$ cat src/hdl/gbr_pkg.sv
// Shared types, constants and helpers for the 3x3 RGB blur core.
// No dependencies; imported by every module of the block.
`timescale 1ns / 1ps
`default_nettype none
package gbr_pkg;

  localparam int MAX_WIDTH   = 1024;
  localparam int MAX_HEIGHT  = 1024;
  localparam int BANKS       = 3;
  localparam int SLOTS       = 4;
  localparam int BANK_DEPTH  = (MAX_WIDTH + BANKS - 1) / BANKS;
  localparam int BANK_AW     = $clog2(BANK_DEPTH);
  localparam int COL_W       = $clog2(MAX_WIDTH);
  localparam int DIM_W       = 11;
  localparam int POS_W       = 2 * DIM_W;
  localparam int WT_W        = 16;
  localparam int PIX_W       = 24;
  localparam int FIFO_DEPTH  = 4;
  localparam int FIFO_AW     = $clog2(FIFO_DEPTH);
  localparam int CREDIT_W    = FIFO_AW + 1;

  typedef enum logic [2:0] {
    REG_WIDTH  = 3'd0,
    REG_HEIGHT = 3'd1,
    REG_CORNER = 3'd2,
    REG_SIDE   = 3'd3,
    REG_CENTRE = 3'd4
  } cfg_reg_e;

  typedef struct packed {
    logic               en;
    logic [1:0]         slot;
    logic [1:0]         bank;
    logic [BANK_AW-1:0] addr;
    logic [PIX_W-1:0]   data;
  } line_wr_t;

  typedef struct packed {
    logic       last;
    logic [2:0] row_ok;
    logic [2:0] col_ok;
    logic [1:0] slot;
    logic [1:0] res;
  } job_t;

  typedef struct packed {
    logic [WT_W-1:0] corner;
    logic [WT_W-1:0] side;
    logic [WT_W-1:0] centre;
  } weights_t;

  function automatic logic [DIM_W-1:0] eff_dim(input logic [DIM_W-1:0] v,
                                               input logic [DIM_W-1:0] lim);
    logic [DIM_W-1:0] r;
    r = v;
    if (v == '0) r = DIM_W'(1);
    else if (v > lim) r = lim;
    return r;
  endfunction

  function automatic logic [1:0] res_next(input logic [1:0] r);
    return (r == 2'd2) ? 2'd0 : r + 2'd1;
  endfunction

  // bank holding column offset (j - 1) from a column of residue res
  function automatic logic [1:0] bank_of(input logic [1:0] res, input logic [1:0] j);
    logic [2:0] s;
    logic [1:0] b;
    s = 3'(res) + 3'(j) + 3'd2;
    case (s)
      3'd0, 3'd3, 3'd6: b = 2'd0;
      3'd1, 3'd4, 3'd7: b = 2'd1;
      default:          b = 2'd2;
    endcase
    return b;
  endfunction

endpackage
`default_nettype wire

$ cat src/hdl/gbr_back.sv
// Back end: window selection, weighted sums per channel, saturation and
// the result queue. Depends on gbr_pkg; fed by gbr_front and gbr_line_store.
`timescale 1ns / 1ps
`default_nettype none
module gbr_back import gbr_pkg::*; (
  input  wire logic                                    clk_i,
  input  wire logic                                    rst_ni,
  input  wire logic                                    emit_i,
  input  wire job_t                                    job_i,
  input  wire weights_t                                weights_i,
  input  wire logic [SLOTS-1:0][BANKS-1:0][PIX_W-1:0]  rdata_i,
  output logic                                         out_valid_o,
  input  wire logic                                    out_ready_i,
  output logic      [PIX_W-1:0]                        out_pixel_o,
  output logic                                         out_last_o
);

  localparam int SUM_W = 10;
  localparam int PRD_W = SUM_W + WT_W;
  localparam int ACC_W = PRD_W + 2;

  logic             j_vld_q, a_vld_q, a_last_q;
  job_t             job_q;
  logic [2:0][PRD_W-1:0] pk_q, ps_q, pc_q;

  logic [2:0][2:0][PIX_W-1:0] win;
  logic [2:0][SUM_W-1:0]      sk, ss;
  logic [2:0][7:0]            sc;
  logic [PIX_W-1:0]           res_pix;

  logic [PIX_W:0]   fifo_q [FIFO_DEPTH];
  logic [FIFO_AW-1:0] wp_q, rp_q;
  logic [CREDIT_W-1:0] cnt_q;
  logic             pop;

  always_comb begin
    for (int k = 0; k < 3; k++) begin
      for (int j = 0; j < 3; j++) begin
        if (job_q.row_ok[k] && job_q.col_ok[j]) begin
          win[k][j] = rdata_i[job_q.slot + 2'(k) - 2'd1][bank_of(job_q.res, 2'(j))];
        end else begin
          win[k][j] = '0;
        end
      end
    end
    for (int c = 0; c < 3; c++) begin
      sk[c] = SUM_W'(win[0][0][8*c +: 8]) + SUM_W'(win[0][2][8*c +: 8])
            + SUM_W'(win[2][0][8*c +: 8]) + SUM_W'(win[2][2][8*c +: 8]);
      ss[c] = SUM_W'(win[0][1][8*c +: 8]) + SUM_W'(win[1][0][8*c +: 8])
            + SUM_W'(win[1][2][8*c +: 8]) + SUM_W'(win[2][1][8*c +: 8]);
      sc[c] = win[1][1][8*c +: 8];
    end
  end

  always_comb begin
    for (int c = 0; c < 3; c++) begin
      logic [ACC_W-1:0] acc;
      acc = ACC_W'(pk_q[c]) + ACC_W'(ps_q[c]) + ACC_W'(pc_q[c]);
      res_pix[8*c +: 8] = (acc[ACC_W-1:16] > (ACC_W-16)'(255)) ? 8'hFF : acc[23:16];
    end
  end

  always_ff @(posedge clk_i) begin
    if (emit_i) job_q <= job_i;
    if (j_vld_q) begin
      a_last_q <= job_q.last;
      for (int c = 0; c < 3; c++) begin
        pk_q[c] <= sk[c] * weights_i.corner;
        ps_q[c] <= ss[c] * weights_i.side;
        pc_q[c] <= PRD_W'(sc[c] * weights_i.centre);
      end
    end
    if (a_vld_q) fifo_q[wp_q] <= {a_last_q, res_pix};
  end

  assign pop = out_valid_o && out_ready_i;

  always_ff @(posedge clk_i or negedge rst_ni) begin
    if (!rst_ni) begin
      j_vld_q <= 1'b0;
      a_vld_q <= 1'b0;
      wp_q    <= '0;
      rp_q    <= '0;
      cnt_q   <= '0;
    end else begin
      j_vld_q <= emit_i;
      a_vld_q <= j_vld_q;
      if (a_vld_q) wp_q <= wp_q + FIFO_AW'(1);
      if (pop)     rp_q <= rp_q + FIFO_AW'(1);
      cnt_q <= cnt_q + CREDIT_W'(a_vld_q) - CREDIT_W'(pop);
    end
  end

  assign out_valid_o = cnt_q != '0;
  assign out_pixel_o = fifo_q[rp_q][PIX_W-1:0];
  assign out_last_o  = fifo_q[rp_q][PIX_W];

endmodule
`default_nettype wire

$ cat config.mk
export PLATFORM = sky130hd
export DESIGN_NAME = gbr_back
export DESIGN_NICKNAME = d
export VERILOG_FILES = /design/src/hdl/gbr_pkg.sv /design/src/hdl/gbr_back.sv
export SDC_FILE = /design/constraint.sdc
export NUM_CORES = 2
export LEC_CHECK = 0
export BUFFER_PORTS_ARGS = -buffer_cell sky130_fd_sc_hd__buf_4
export CAP_MARGIN = 5
export CORE_ASPECT_RATIO = 1.1
export CORE_MARGIN = 10
export CORE_UTILIZATION = 35
export CTS_CLUSTER_SIZE = 16
export DETAILED_ROUTE_END_ITERATION = 6
export HOLD_SLACK_MARGIN = 0.15
export SYNTH_ARGS = -nofsm -noshare
export SYNTH_HDL_FRONTEND = slang
export SYNTH_SLANG_ARGS = --single-unit
$ cat constraint.sdc
create_clock -name clk_i -period 11.4 [get_ports clk_i]
set_clock_uncertainty 0.15 [all_clocks]
set_input_delay 3.42 -clock clk_i [delete_from_list [all_inputs] [get_ports clk_i]]
set_output_delay 3.42 -clock clk_i [all_outputs]
set_load 0.01 [all_outputs]
==> impl_metrics.json <==
{
  "status": "finished, violations left",
  "violations": "negative setup slack",
  "ys_top_cells_by_count": "inv_1, fa_1, nand2_1, and2_1, nor2_1",
  "r2r_setup_slack_ps": 1080,
  "grt_pass1_wl_um": 387000,
  "synth_nets": 9950,
  "ys_types": 81,
  "clock-sinks": 349,
  "yosysWarnings": 0,
  "cts_tree": "built",
  "cts_hold_buf": 0,
  "fin_crit_ps": 11840,
  "rsz0062_at_grt": "yes",
  "crit_type": "in -> reg",
  "ys_ff_latch": 349,
  "cp-end-kind": "register",
  "overflow": 0,
  "synth_top_area_cell": "fa_1",
  "io_buffer_count": 376,
  "maxCapViolCount": 0,
  "highest_layer": "met5",
  "worst-path-buf-inv": 9,
  "slowest_delay_ps": 600,
  "placed_cell_area_mm2": 0.0831,
  "syn_inst": 7878,
  "grt_pass1_vias": 62300,
  "crit_top_cell": "fa_1",
  "antenna_found_initial": 27,
  "pin_count": 377,
  "wire_per_inst_um": 22.3,
  "crit_required_ps": 11600,
  "slew_violations": 0,
  "nNetsFinal": 10900,
  "seq_area_frac_synth_pct": 14.6,
  "insertion_delay_ps": 650,
  "cp.arrival_ps": 12050,
  "wl_met1_um": 99900,
  "gp_congestion": 1.03,
  "drt_pass1_iterations": 6,
  "grt_usage_pct": 22.6,
  "vias": 59300,
  "setup_violations": 34,
  "area_growth_pct": 22.9,
  "drive_gt1_share_pct": 22.7,
  "hold_depth": 0,
  "worst_pin_slew_ps": 1200,
  "detail_route.iter0.violations": 3590,
  "hp-start": "job_q[10]$_DFFE_PP_",
  "clk_pin_slew_ps": 50,
  "die_h_um": 494,
  "rows": 173,
  "max_freq_mhz": 84.4,
  "clockRootBuffer": "clkbuf_16",
  "fin_area_mm2": 0.0878,
  "die_w_um": 451,
  "design.die.area_mm2": 0.223,
  "cts_max_level": 2,
  "synth_edf_count": 340,
  "finalWirelength_um": 259000,
  "layout_setup_ws_ps": -442,
  "grt_max_degree": 175,
  "synthFlopType": "edfxtp_1",
  "r2r-end": "ps_q[77]$_DFFE_PP_",
  "ff2ff_path_depth": 39,
  "floorplan.initialDensity_pct": 35.3,
  "path_delay_family": "adder cells",
  "synthArstFlopShare_pct": 2.58,
  "rr_startpoint": "job_q[2]$_DFFE_PP_",
  "slew-limit-headroom_pct": 19.7,
  "cpMaxStageDelayCell": "fa_1",
  "synth_area_leaders": "fa_1, edfxtp_1, ha_1, inv_1, and2_1",
  "dp_hpwl_um": 212000,
  "synth_top_area_share_pct": 30.2,
  "period_share_pct": 104,
  "drc_errors": 0,
  "wl_met3_um": 14500,
  "netlist_area_mm2": 0.0714,
  "critical_path.startpoint_type": "input port",
  "placeableCoreArea_mm2": 0.202,
  "synth.most_common_cell": "inv_1",
  "hp-class": "reg -> reg",
  "antenna_left": 0,
  "hold_viol": 0,
  "routed_via_density": 5.11,
  "clockBufferDepth": 3,
  "cts_buffers": 47,
  "syn_avg_cell_area_um2": 9.06,
  "whs_endpoint": "a_last_q$_DFFE_PP_",
  "worstPathMaxFanout": 3,
  "wl_met2_um": 125000
}
stage by stage:
stage,instances,util [%],worst slack (ps),setup TNS (ps),hold slack (ps)
global placement,11400,41.1,-1400,-62590,308
CTS,11600,42.6,-372,-3000,299
finish,11600,43.4,-442,-5720,309
detailed placement,11400,41.1,-1350,-67820,255
global route,11600,43.4,-828,-22040,312
floorplan,7878,-,-480,-3140,250
sequential cells by signal, indices dropped and copies added (netlist names):
name	cells
rp_q	2
cnt_q	3
j_vld_q	1
a_vld_q	1
pc_q	72
job_q	11
a_last_q	1
fifo_q	100
pk_q	78
wp_q	2
ps_q	78
repair_timing:
| item | 4_1_cts | 5_1_grt |
|---|---|---|
| pin swaps | 204 | 255 |
| setup buffers | 66 | 53 |
| resized for setup | 281 | 284 |
| endpoints found under the setup margin | 57 | 74 |
| hold endpoints to repair | 0 | 0 |
| gates cloned | 1 | 1 |
worst max-delay path by stage:
| stage | start | endpoint | cells past startpoint |
|---|---|---|---|
| 3_3_place_gp | rdata_i[145] | ps_q[25]$_DFFE_PP_ | 44 |
| 6_report | rdata_i[169] | ps_q[25]$_DFFE_PP_ | 40 |
| 4_1_cts | rdata_i[17] | ps_q[77]$_DFFE_PP_ | 43 |
| 3_5_place_dp | rdata_i[145] | ps_q[25]$_DFFE_PP_ | 44 |
| 5_1_grt | rdata_i[1] | ps_q[25]$_DFFE_PP_ | 43 |
| 2_1_floorplan | rdata_i[242] | ps_q[25]$_DFFE_PP_ | 38 |
cell usage in the layout (no fill, tap or decap), types with 49 or more instances in the layout:
cell	n
nand2_1	793
inv_2	52
o21ai_0	110
a21oi_2	87
o22ai_1	62
nor2b_1	56
mux2_2	64
clkbuf_16	49
nor2_1	649
nand3_1	49
nand2b_1	104
mux4_2	97
buf_6	78
ha_1	591
buf_4	1202
xor2_1	53
inv_1	1126
and2_1	657
fa_1	1050
a21oi_1	486
edfxtp_1	340
mux2i_1	125
xnor2_1	154
a21o_1	96
area by class of cell:
type                    instances  area [µm²]
clock inverters                23         280
clock buffers                  62        1270
fillers                     19600      115000
diodes                         18        45.0
multi-input cells            5941       57300
flip-flops and latches        349       10400
well taps                    2712        3390
repair buffers               1315       10600
inverters                    1179        4430
worst reg2reg max path, delay by kind of cell (launching register included):
kind / cells / cell delay, ps
simple gates: 3 / 300
compound gates: 17 / 2600
buf+inv: 8 / 1360
xor+xnor: 1 / 110
fa+ha+maj: 9 / 4200
mux: 1 / 620
flops: 1 / 730
routing by layer:
layer	track usage (%)	vias up
li1	-	27300
met1	26.7	29500
met2	39.4	2023
met3	2.81	487
met4	13.6	2
met5	0	-
cell families after synthesis:
family,Yosys count,synth area share [%]
AOI/OAI and AO/OA,1166,9.78
xor gates and xnor gates,240,2.94
adders and majority gates,1721,41.5
buffers and inverters,1588,8.43
DFF,349,14.6
muxes,297,5.99
and+or+nand+nor,2517,16.8
Power is left out: the tool's default activity adds up to more than one toggle a clock period on the data nets, which glitch-free logic cannot reach.
