## src/hdl/gbr_pkg.sv

```systemverilog
// Shared types, constants and helpers for the 3x3 RGB blur core.
// No dependencies; imported by every module of the block.
`timescale 1ns / 1ps
`default_nettype none
package gbr_pkg;

  localparam int MAX_WIDTH   = 1024;
  localparam int MAX_HEIGHT  = 1024;
  localparam int BANKS       = 3;
  localparam int SLOTS       = 4;
  localparam int BANK_DEPTH  = (MAX_WIDTH + BANKS - 1) / BANKS;
  localparam int BANK_AW     = $clog2(BANK_DEPTH);
  localparam int COL_W       = $clog2(MAX_WIDTH);
  localparam int DIM_W       = 11;
  localparam int POS_W       = 2 * DIM_W;
  localparam int WT_W        = 16;
  localparam int PIX_W       = 24;
  localparam int FIFO_DEPTH  = 4;
  localparam int FIFO_AW     = $clog2(FIFO_DEPTH);
  localparam int CREDIT_W    = FIFO_AW + 1;

  typedef enum logic [2:0] {
    REG_WIDTH  = 3'd0,
    REG_HEIGHT = 3'd1,
    REG_CORNER = 3'd2,
    REG_SIDE   = 3'd3,
    REG_CENTRE = 3'd4
  } cfg_reg_e;

  typedef struct packed {
    logic               en;
    logic [1:0]         slot;
    logic [1:0]         bank;
    logic [BANK_AW-1:0] addr;
    logic [PIX_W-1:0]   data;
  } line_wr_t;

  typedef struct packed {
    logic       last;
    logic [2:0] row_ok;
    logic [2:0] col_ok;
    logic [1:0] slot;
    logic [1:0] res;
  } job_t;

  typedef struct packed {
    logic [WT_W-1:0] corner;
    logic [WT_W-1:0] side;
    logic [WT_W-1:0] centre;
  } weights_t;

  function automatic logic [DIM_W-1:0] eff_dim(input logic [DIM_W-1:0] v,
                                               input logic [DIM_W-1:0] lim);
    logic [DIM_W-1:0] r;
    r = v;
    if (v == '0) r = DIM_W'(1);
    else if (v > lim) r = lim;
    return r;
  endfunction

  function automatic logic [1:0] res_next(input logic [1:0] r);
    return (r == 2'd2) ? 2'd0 : r + 2'd1;
  endfunction

  // bank holding column offset (j - 1) from a column of residue res
  function automatic logic [1:0] bank_of(input logic [1:0] res, input logic [1:0] j);
    logic [2:0] s;
    logic [1:0] b;
    s = 3'(res) + 3'(j) + 3'd2;
    case (s)
      3'd0, 3'd3, 3'd6: b = 2'd0;
      3'd1, 3'd4, 3'd7: b = 2'd1;
      default:          b = 2'd2;
    endcase
    return b;
  endfunction

endpackage
`default_nettype wire

```

## src/hdl/gbr_front.sv

```systemverilog
// Front end: configuration registers, input and output raster counters,
// result decision and line store addressing. Depends on gbr_pkg.
`timescale 1ns / 1ps
`default_nettype none
module gbr_front import gbr_pkg::*; (
  input  wire logic                          clk_i,
  input  wire logic                          rst_ni,
  input  wire logic                          cfg_we_i,
  input  wire logic [2:0]                    cfg_index_i,
  input  wire logic [WT_W-1:0]               cfg_data_i,
  input  wire logic                          accept_i,
  input  wire logic                          action_i,
  input  wire logic [PIX_W-1:0]              pixel_i,
  output line_wr_t                           wr_o,
  output logic      [BANKS-1:0][BANK_AW-1:0] raddr_o,
  output logic                               emit_o,
  output job_t                               job_o,
  output weights_t                           weights_o,
  output logic                               busy_o
);

  logic [DIM_W-1:0]   w_q, h_q;
  logic [WT_W-1:0]    wk_q, ws_q, wc_q;
  logic [COL_W-1:0]   icol_q, ocol_q;
  logic [BANK_AW-1:0] iq_q, oq_q;
  logic [1:0]         ir_q, or_q, islot_q, oslot_q;
  logic [DIM_W-1:0]   irow_q, orow_q;
  logic [POS_W-1:0]   in_base_q, n_in_q, out_base_q, opos_q;
  logic [POS_W-1:0]   prod_i_q, prod_o_q;
  logic               prev_q, fix1_q, fix2_q;

  logic               pix, wrap_col, wrap_row, prev_set, prev_mid, emit;
  logic               owrap_col, owrap_row;
  logic [DIM_W-1:0]   icol_inc, ocol_inc;
  logic [DIM_W:0]     irow_inc, orow_inc;
  logic [POS_W-1:0]   n_in_d, thr;
  logic [BANK_AW-1:0] q_up, q_dn;

  assign pix      = accept_i && !action_i;
  assign icol_inc = DIM_W'(icol_q) + DIM_W'(1);
  assign wrap_col = icol_inc >= w_q;
  assign irow_inc = {1'b0, irow_q} + (DIM_W+1)'(1);
  assign wrap_row = irow_inc >= {1'b0, h_q};
  assign prev_set = pix && wrap_col && wrap_row;
  assign prev_mid = prev_q || prev_set;

  always_comb begin
    n_in_d = n_in_q;
    if (pix) begin
      if (!wrap_col)      n_in_d = n_in_q + POS_W'(1);
      else if (!wrap_row) n_in_d = in_base_q + POS_W'(w_q);
      else                n_in_d = '0;
    end
  end

  assign thr       = opos_q + POS_W'(w_q) + POS_W'(2);
  assign emit      = accept_i && (prev_mid || (n_in_d >= thr));
  assign ocol_inc  = DIM_W'(ocol_q) + DIM_W'(1);
  assign owrap_col = ocol_inc >= w_q;
  assign orow_inc  = {1'b0, orow_q} + (DIM_W+1)'(1);
  assign owrap_row = orow_inc >= {1'b0, h_q};

  always_ff @(posedge clk_i or negedge rst_ni) begin
    if (!rst_ni) begin
      w_q        <= DIM_W'(512);
      h_q        <= DIM_W'(512);
      wk_q       <= WT_W'(5102);
      ws_q       <= WT_W'(8082);
      wc_q       <= WT_W'(12802);
      icol_q     <= '0;
      iq_q       <= '0;
      ir_q       <= '0;
      irow_q     <= '0;
      islot_q    <= '0;
      in_base_q  <= '0;
      n_in_q     <= '0;
      ocol_q     <= '0;
      oq_q       <= '0;
      or_q       <= '0;
      orow_q     <= '0;
      oslot_q    <= '0;
      out_base_q <= '0;
      opos_q     <= '0;
      prev_q     <= 1'b0;
      fix1_q     <= 1'b0;
      fix2_q     <= 1'b0;
      prod_i_q   <= '0;
      prod_o_q   <= '0;
    end else begin
      fix1_q <= 1'b0;
      fix2_q <= fix1_q;
      if (cfg_we_i) begin
        unique case (cfg_reg_e'(cfg_index_i))
          REG_WIDTH: begin
            w_q    <= eff_dim(cfg_data_i[DIM_W-1:0], DIM_W'(MAX_WIDTH));
            fix1_q <= 1'b1;
          end
          REG_HEIGHT: h_q  <= eff_dim(cfg_data_i[DIM_W-1:0], DIM_W'(MAX_HEIGHT));
          REG_CORNER: wk_q <= cfg_data_i;
          REG_SIDE:   ws_q <= cfg_data_i;
          REG_CENTRE: wc_q <= cfg_data_i;
          default: ;
        endcase
      end
      if (fix1_q) begin
        prod_i_q <= POS_W'(irow_q * w_q);
        prod_o_q <= POS_W'(orow_q * w_q);
      end
      if (fix2_q) begin
        in_base_q  <= prod_i_q;
        n_in_q     <= prod_i_q + POS_W'(icol_q);
        out_base_q <= prod_o_q;
        opos_q     <= prod_o_q + POS_W'(ocol_q);
      end
      if (pix) begin
        n_in_q <= n_in_d;
        if (!wrap_col) begin
          icol_q <= icol_q + COL_W'(1);
          ir_q   <= res_next(ir_q);
          if (ir_q == 2'd2) iq_q <= iq_q + BANK_AW'(1);
        end else begin
          icol_q  <= '0;
          iq_q    <= '0;
          ir_q    <= '0;
          islot_q <= islot_q + 2'd1;
          if (!wrap_row) begin
            irow_q    <= irow_q + DIM_W'(1);
            in_base_q <= in_base_q + POS_W'(w_q);
          end else begin
            irow_q    <= '0;
            in_base_q <= '0;
          end
        end
      end
      if (accept_i) prev_q <= prev_mid;
      if (emit) begin
        if (!owrap_col) begin
          ocol_q <= ocol_q + COL_W'(1);
          or_q   <= res_next(or_q);
          if (or_q == 2'd2) oq_q <= oq_q + BANK_AW'(1);
          opos_q <= opos_q + POS_W'(1);
        end else begin
          ocol_q  <= '0;
          oq_q    <= '0;
          or_q    <= '0;
          oslot_q <= oslot_q + 2'd1;
          if (!owrap_row) begin
            orow_q     <= orow_q + DIM_W'(1);
            out_base_q <= out_base_q + POS_W'(w_q);
            opos_q     <= out_base_q + POS_W'(w_q);
          end else begin
            orow_q     <= '0;
            out_base_q <= '0;
            opos_q     <= '0;
            prev_q     <= 1'b0;
          end
        end
      end
    end
  end

  always_comb begin
    wr_o.en   = pix;
    wr_o.slot = islot_q;
    wr_o.bank = ir_q;
    wr_o.addr = iq_q;
    wr_o.data = pixel_i;
  end

  assign q_up = (or_q == 2'd2) ? oq_q + BANK_AW'(1) : oq_q;
  assign q_dn = (or_q == 2'd0) ? oq_q - BANK_AW'(1) : oq_q;

  always_comb begin
    for (int b = 0; b < BANKS; b++) begin
      if (2'(b) == or_q)                raddr_o[b] = oq_q;
      else if (2'(b) == res_next(or_q)) raddr_o[b] = q_up;
      else                              raddr_o[b] = q_dn;
    end
  end

  always_comb begin
    job_o.last      = owrap_row && owrap_col;
    job_o.row_ok[0] = (orow_q != '0) && (orow_q <= h_q);
    job_o.row_ok[1] = orow_q < h_q;
    job_o.row_ok[2] = orow_inc < {1'b0, h_q};
    job_o.col_ok[0] = (ocol_q != '0) && (DIM_W'(ocol_q) <= w_q);
    job_o.col_ok[1] = DIM_W'(ocol_q) < w_q;
    job_o.col_ok[2] = ocol_inc < w_q;
    job_o.slot      = oslot_q;
    job_o.res       = or_q;
  end

  assign emit_o    = emit;
  assign weights_o = '{corner: wk_q, side: ws_q, centre: wc_q};
  assign busy_o    = fix1_q || fix2_q;

endmodule
`default_nettype wire

```

## config.mk

```make
export PLATFORM = sky130hd
export DESIGN_NAME = gbr_front
export DESIGN_NICKNAME = d
export VERILOG_FILES = /design/src/hdl/gbr_pkg.sv /design/src/hdl/gbr_front.sv
export SDC_FILE = /design/constraint.sdc
export NUM_CORES = 1
export LEC_CHECK = 0
export BUFFER_PORTS_ARGS = -buffer_cell sky130_fd_sc_hd__buf_2
export CAP_MARGIN = 0
export CORE_MARGIN = 5
export CORE_UTILIZATION = 30
export DETAILED_ROUTE_END_ITERATION = 10
export HOLD_SLACK_MARGIN = 0.12
export MAX_ROUTING_LAYER = met4
export PLACE_DENSITY = 0.53
export SLEW_MARGIN = 20
export SYNTH_ARGS = -nofsm -noshare
export SYNTH_HDL_FRONTEND = slang
export SYNTH_SLANG_ARGS = --single-unit
```

## constraint.sdc

```tcl
create_clock -name clk_i -period 9.8 [get_ports clk_i]
set_input_delay 1.96 -clock clk_i [delete_from_list [all_inputs] [get_ports clk_i]]
set_output_delay 1.96 -clock clk_i [all_outputs]
set_load 0.05 [all_outputs]
```

==> run_results.csv <==
group,metric,value,unit
critical_path,cp_max_fo,17,
timing,worst-slew-pin-transition,1.11,ns
timing,fmax,110,MHz
global_route,grt_pass1_wl,124000,um
critical_path,worst-setup-path-type,"register to primary output",
pwr,power_frac_comb,48.0,%
finish,layout_common_cells,"nand2_1 (381), ha_1 (282), inv_1 (259)",
clocking,clock_latency,0.57,ns
timing,hold_viol,0,
global_route,antenna_found_initial,3,
global_route,grt_pass1_vias,21500,
drt,drc,0,
logic_synthesis,ys_async_sr_fraction,100,%
clocking,cts_buffers,38,
run,cap_violations,0,
finish,layout-drive-gt1-share,11.9,%
logic_synthesis,synth_nets,3512,
logic_synthesis,synthCells,3017,
pwr,power_frac_seq,28.6,%
die,coreArea,88600,um^2
die,dieArea,95600,um^2
clocking,cts.repair.resized,0,
timing,drv_slew,0,
die,die_w,309,um
critical_path,cp_data_required_time,7.84,ns
drt,routed_wl,77500,um
finish,nNetsFinal,3538,
logic_synthesis,avgSynthCellArea,8.91,um^2
clocking,holdBufCountCts,0,
pwr,ir_worst_vdd,153,uV
logic_synthesis,synthTopCellsByArea,"dfrtp_1 (23%), ha_1 (13%), fa_1 (12%)",
global_route,grt_overflow,0,
logic_synthesis,synth_top_area_cell,"dfrtp_1",
finish,final_common_cell,"nand2_1",
pwr,power_density,212,nW/um^2
placed_design,portBuffers,125,
logic_synthesis,syn-cell-area,26900,um^2
timing,fin_ws,0.747,ns
critical_path,critPathLaunchType,"register",
drt,num_vias,21400,
pwr,p_switching,2.94,mW
global_route,grt_start_max_net_pins,162,
clocking,clk_pin_slew,0.06,ns
finish,multiInputGateArea,18200,um^2
clocking,cts_tree,"done",
clocking,post-cts-setup-buffer-count,0,
drt,firstDrtPassIters,5,
logic_synthesis,synth_cell_types,82,
logic_synthesis,synth-main-ff-cell,"dfrtp_1",
logic_synthesis,ys_warn_count,0,
die,start_util,30.3,%
timing,relSlewSlack,25.7,%
pwr,swShare,46.5,%
die,boundaryPins,174,
clocking,cts_buffer_depth,3,
clocking,clock-sinks,273,
drt,ant_nets,0,
die,placementRows,109,
critical_path,cp-startpoint,"irow_q[0]$_DFFE_PN0P_",
clocking,clock-root-buffer,"clkbuf_16",
timing,finalSetupViolCount,0,
critical_path,reg2reg_depth,24,
die,die_height,309,um
pwr,power.leakage,14.4,nW
timing,rsz0062_at_grt,"no",
critical_path,end_kind,"primary output",
finish,seqCellArea,6870,um^2
placed_design,dp_hpwl,57600,um
timing,min_period,9.05,ns
drt,via_per_inst,5.05,
finish,fill_cells,9290,
global_route,grt_usage,16.6,%
logic_synthesis,synth-seq-cells,273,
logic_synthesis,synth_seq_area_share,25.5,%
timing,fin_tns_setup,0,ns
critical_path,r2r_slack,2.28,ns
timing,fin_crit_sh,92.4,%
critical_path,cp.arrival,7.09,ns
finish,antenna_cells,0,
clocking,h-tree-depth,2,
critical_path,cp-endpoint,"emit_o",
finish,area_growth,10.8,%
logic_synthesis,synth_top_area_share,23.3,%
pwr,p_clk_share,23.4,%
drt,post_drt_wl_per_cell,18.3,um
logic_synthesis,synth_edf_count,0,
worst_hold_path,hp-class,"register to register",
critical_path,timing.rr.start,"irow_q[0]$_DFFE_PN0P_",
timing,skew,0.0227,ns
pwr,p_int,3.38,mW
placed_design,finalWeightedCongestion,0.851,
outcome,status,"finished, final reports clean",
critical_path,rr_endpoint,"opos_q[4]$_DFFE_PN0P_",
placed_design,dp_slack,1.24,ns
drt,drt-initial-drc-count,1583,
[synthesized netlist by cell type, types with 20 or more instances]
library cell,instances
o211ai_1,23
nand4_1,25
mux2i_1,41
nand2b_1,37
clkbuf_1,115
xor2_1,87
o21ai_0,171
buf_4,29
o22ai_1,20
ha_1,282
inv_1,259
o31ai_1,22
nor3_1,35
and3_1,41
nand3_1,91
xnor2_1,117
nand2_1,381
fa_1,165
nor2b_1,34
and2_1,103
a21oi_1,113
nor2_1,158
a21o_1,29
dfstp_2,23
o21a_1,28
dfrtp_1,250
mux2_2,86
[routing by layer]
metal  global-route usage [%]  part of all wire, %  routed length [um]
met5                        -                    0                   0
met4                     3.33                  1.9                1450
met3                     2.48                  5.4                4180
met2                     25.3                   44               34300
met1                     23.6                   48               37600
[logic make-up after synthesis]
group / synth area share [%]
xor+xnor: 6.65
buf+inv: 6.66
mux: 5.13
fa+ha+maj: 25.4
compound gates: 13.2
simple gates: 17.4
flops: 25.5
[sequential cells by signal (all words and copies together) (netlist names), 10 cells and up]
signal      flops
icol_q         10
out_base_q     22
in_base_q      22
irow_q         11
n_in_q         22
wk_q           16
ws_q           16
h_q            11
prod_i_q       22
w_q            11
wc_q           16
prod_o_q       22
orow_q         11
ocol_q         10
opos_q         22
[power groups by stage]
stage | combinational (mW) | sequential, mW | clock [mW]
floorplan | 2.13 | 1.87 | 0
global placement | 3.03 | 1.81 | 0
detailed placement | 3.04 | 1.81 | 0
CTS | 3.06 | 1.80 | 1.53
global route | 3.38 | 1.85 | 1.57
finish | 3.04 | 1.81 | 1.48
[worst min-delay path by stage]
stage                                start  slack [ns]  cells past startpoint                      to
finish              oslot_q[1]$_DFFE_PN0P_        0.47                      1  oslot_q[1]$_DFFE_PN0P_
floorplan                 fix1_q$_DFF_PN0_        0.35                      0        fix2_q$_DFF_PN0_
CTS                 oslot_q[1]$_DFFE_PN0P_        0.48                      1  oslot_q[1]$_DFFE_PN0P_
global route        oslot_q[1]$_DFFE_PN0P_        0.49                      1  oslot_q[1]$_DFFE_PN0P_
detailed placement  oslot_q[1]$_DFFE_PN0P_        0.46                      1  oslot_q[1]$_DFFE_PN0P_
global placement        h_q[8]$_DFFE_PN0P_        0.46                      2      h_q[8]$_DFFE_PN0P_
[per-stage QoR]
step / hold slack, ns / util [%] / power (mW) / cells / area (um^2)
global route: 0.493 / 33.6 / 6.80 / 4237 / 29800
CTS: 0.478 / 33.6 / 6.39 / 4237 / 29800
global placement: 0.460 / 32.1 / 4.84 / 4168 / 28400
finish: 0.475 / 33.6 / 6.33 / 4237 / 29800
floorplan: 0.352 / - / 4.00 / 3017 / 26900
detailed placement: 0.465 / 32.1 / 4.86 / 4168 / 28400
[critical path, stage by stage (launching register included)]
cell and delay, ns:
dfrtp_1 0.67, ha_1 0.33, nand3_1 0.13, inv_1 0.09, nand3_1 0.24, xnor2_1 0.23
ha_1 0.28, and2_1 0.15, a221oi_1 0.27, o21ai_1 0.14, a41oi_2 0.62, nand2_1 0.60
nor4_1 0.47, o21bai_1 0.21, a211o_1 0.14, ha_1 0.24, and4_1 0.20, a221oi_1 0.28
o211ai_1 0.12, o21ai_1 0.50, and2_1 0.32, inv_2 0.06, buf_2 0.21
[cell type report]
cell class,count,area share (%)
clock buffers,51,3.77
clock inverters,18,0.756
inverters,263,3.31
multi-input cells,2309,61.2
flip-flops and latches,273,23.1
well taps,1165,4.89
repair buffers,158,3.01
(Power assumes the default switching activity.)
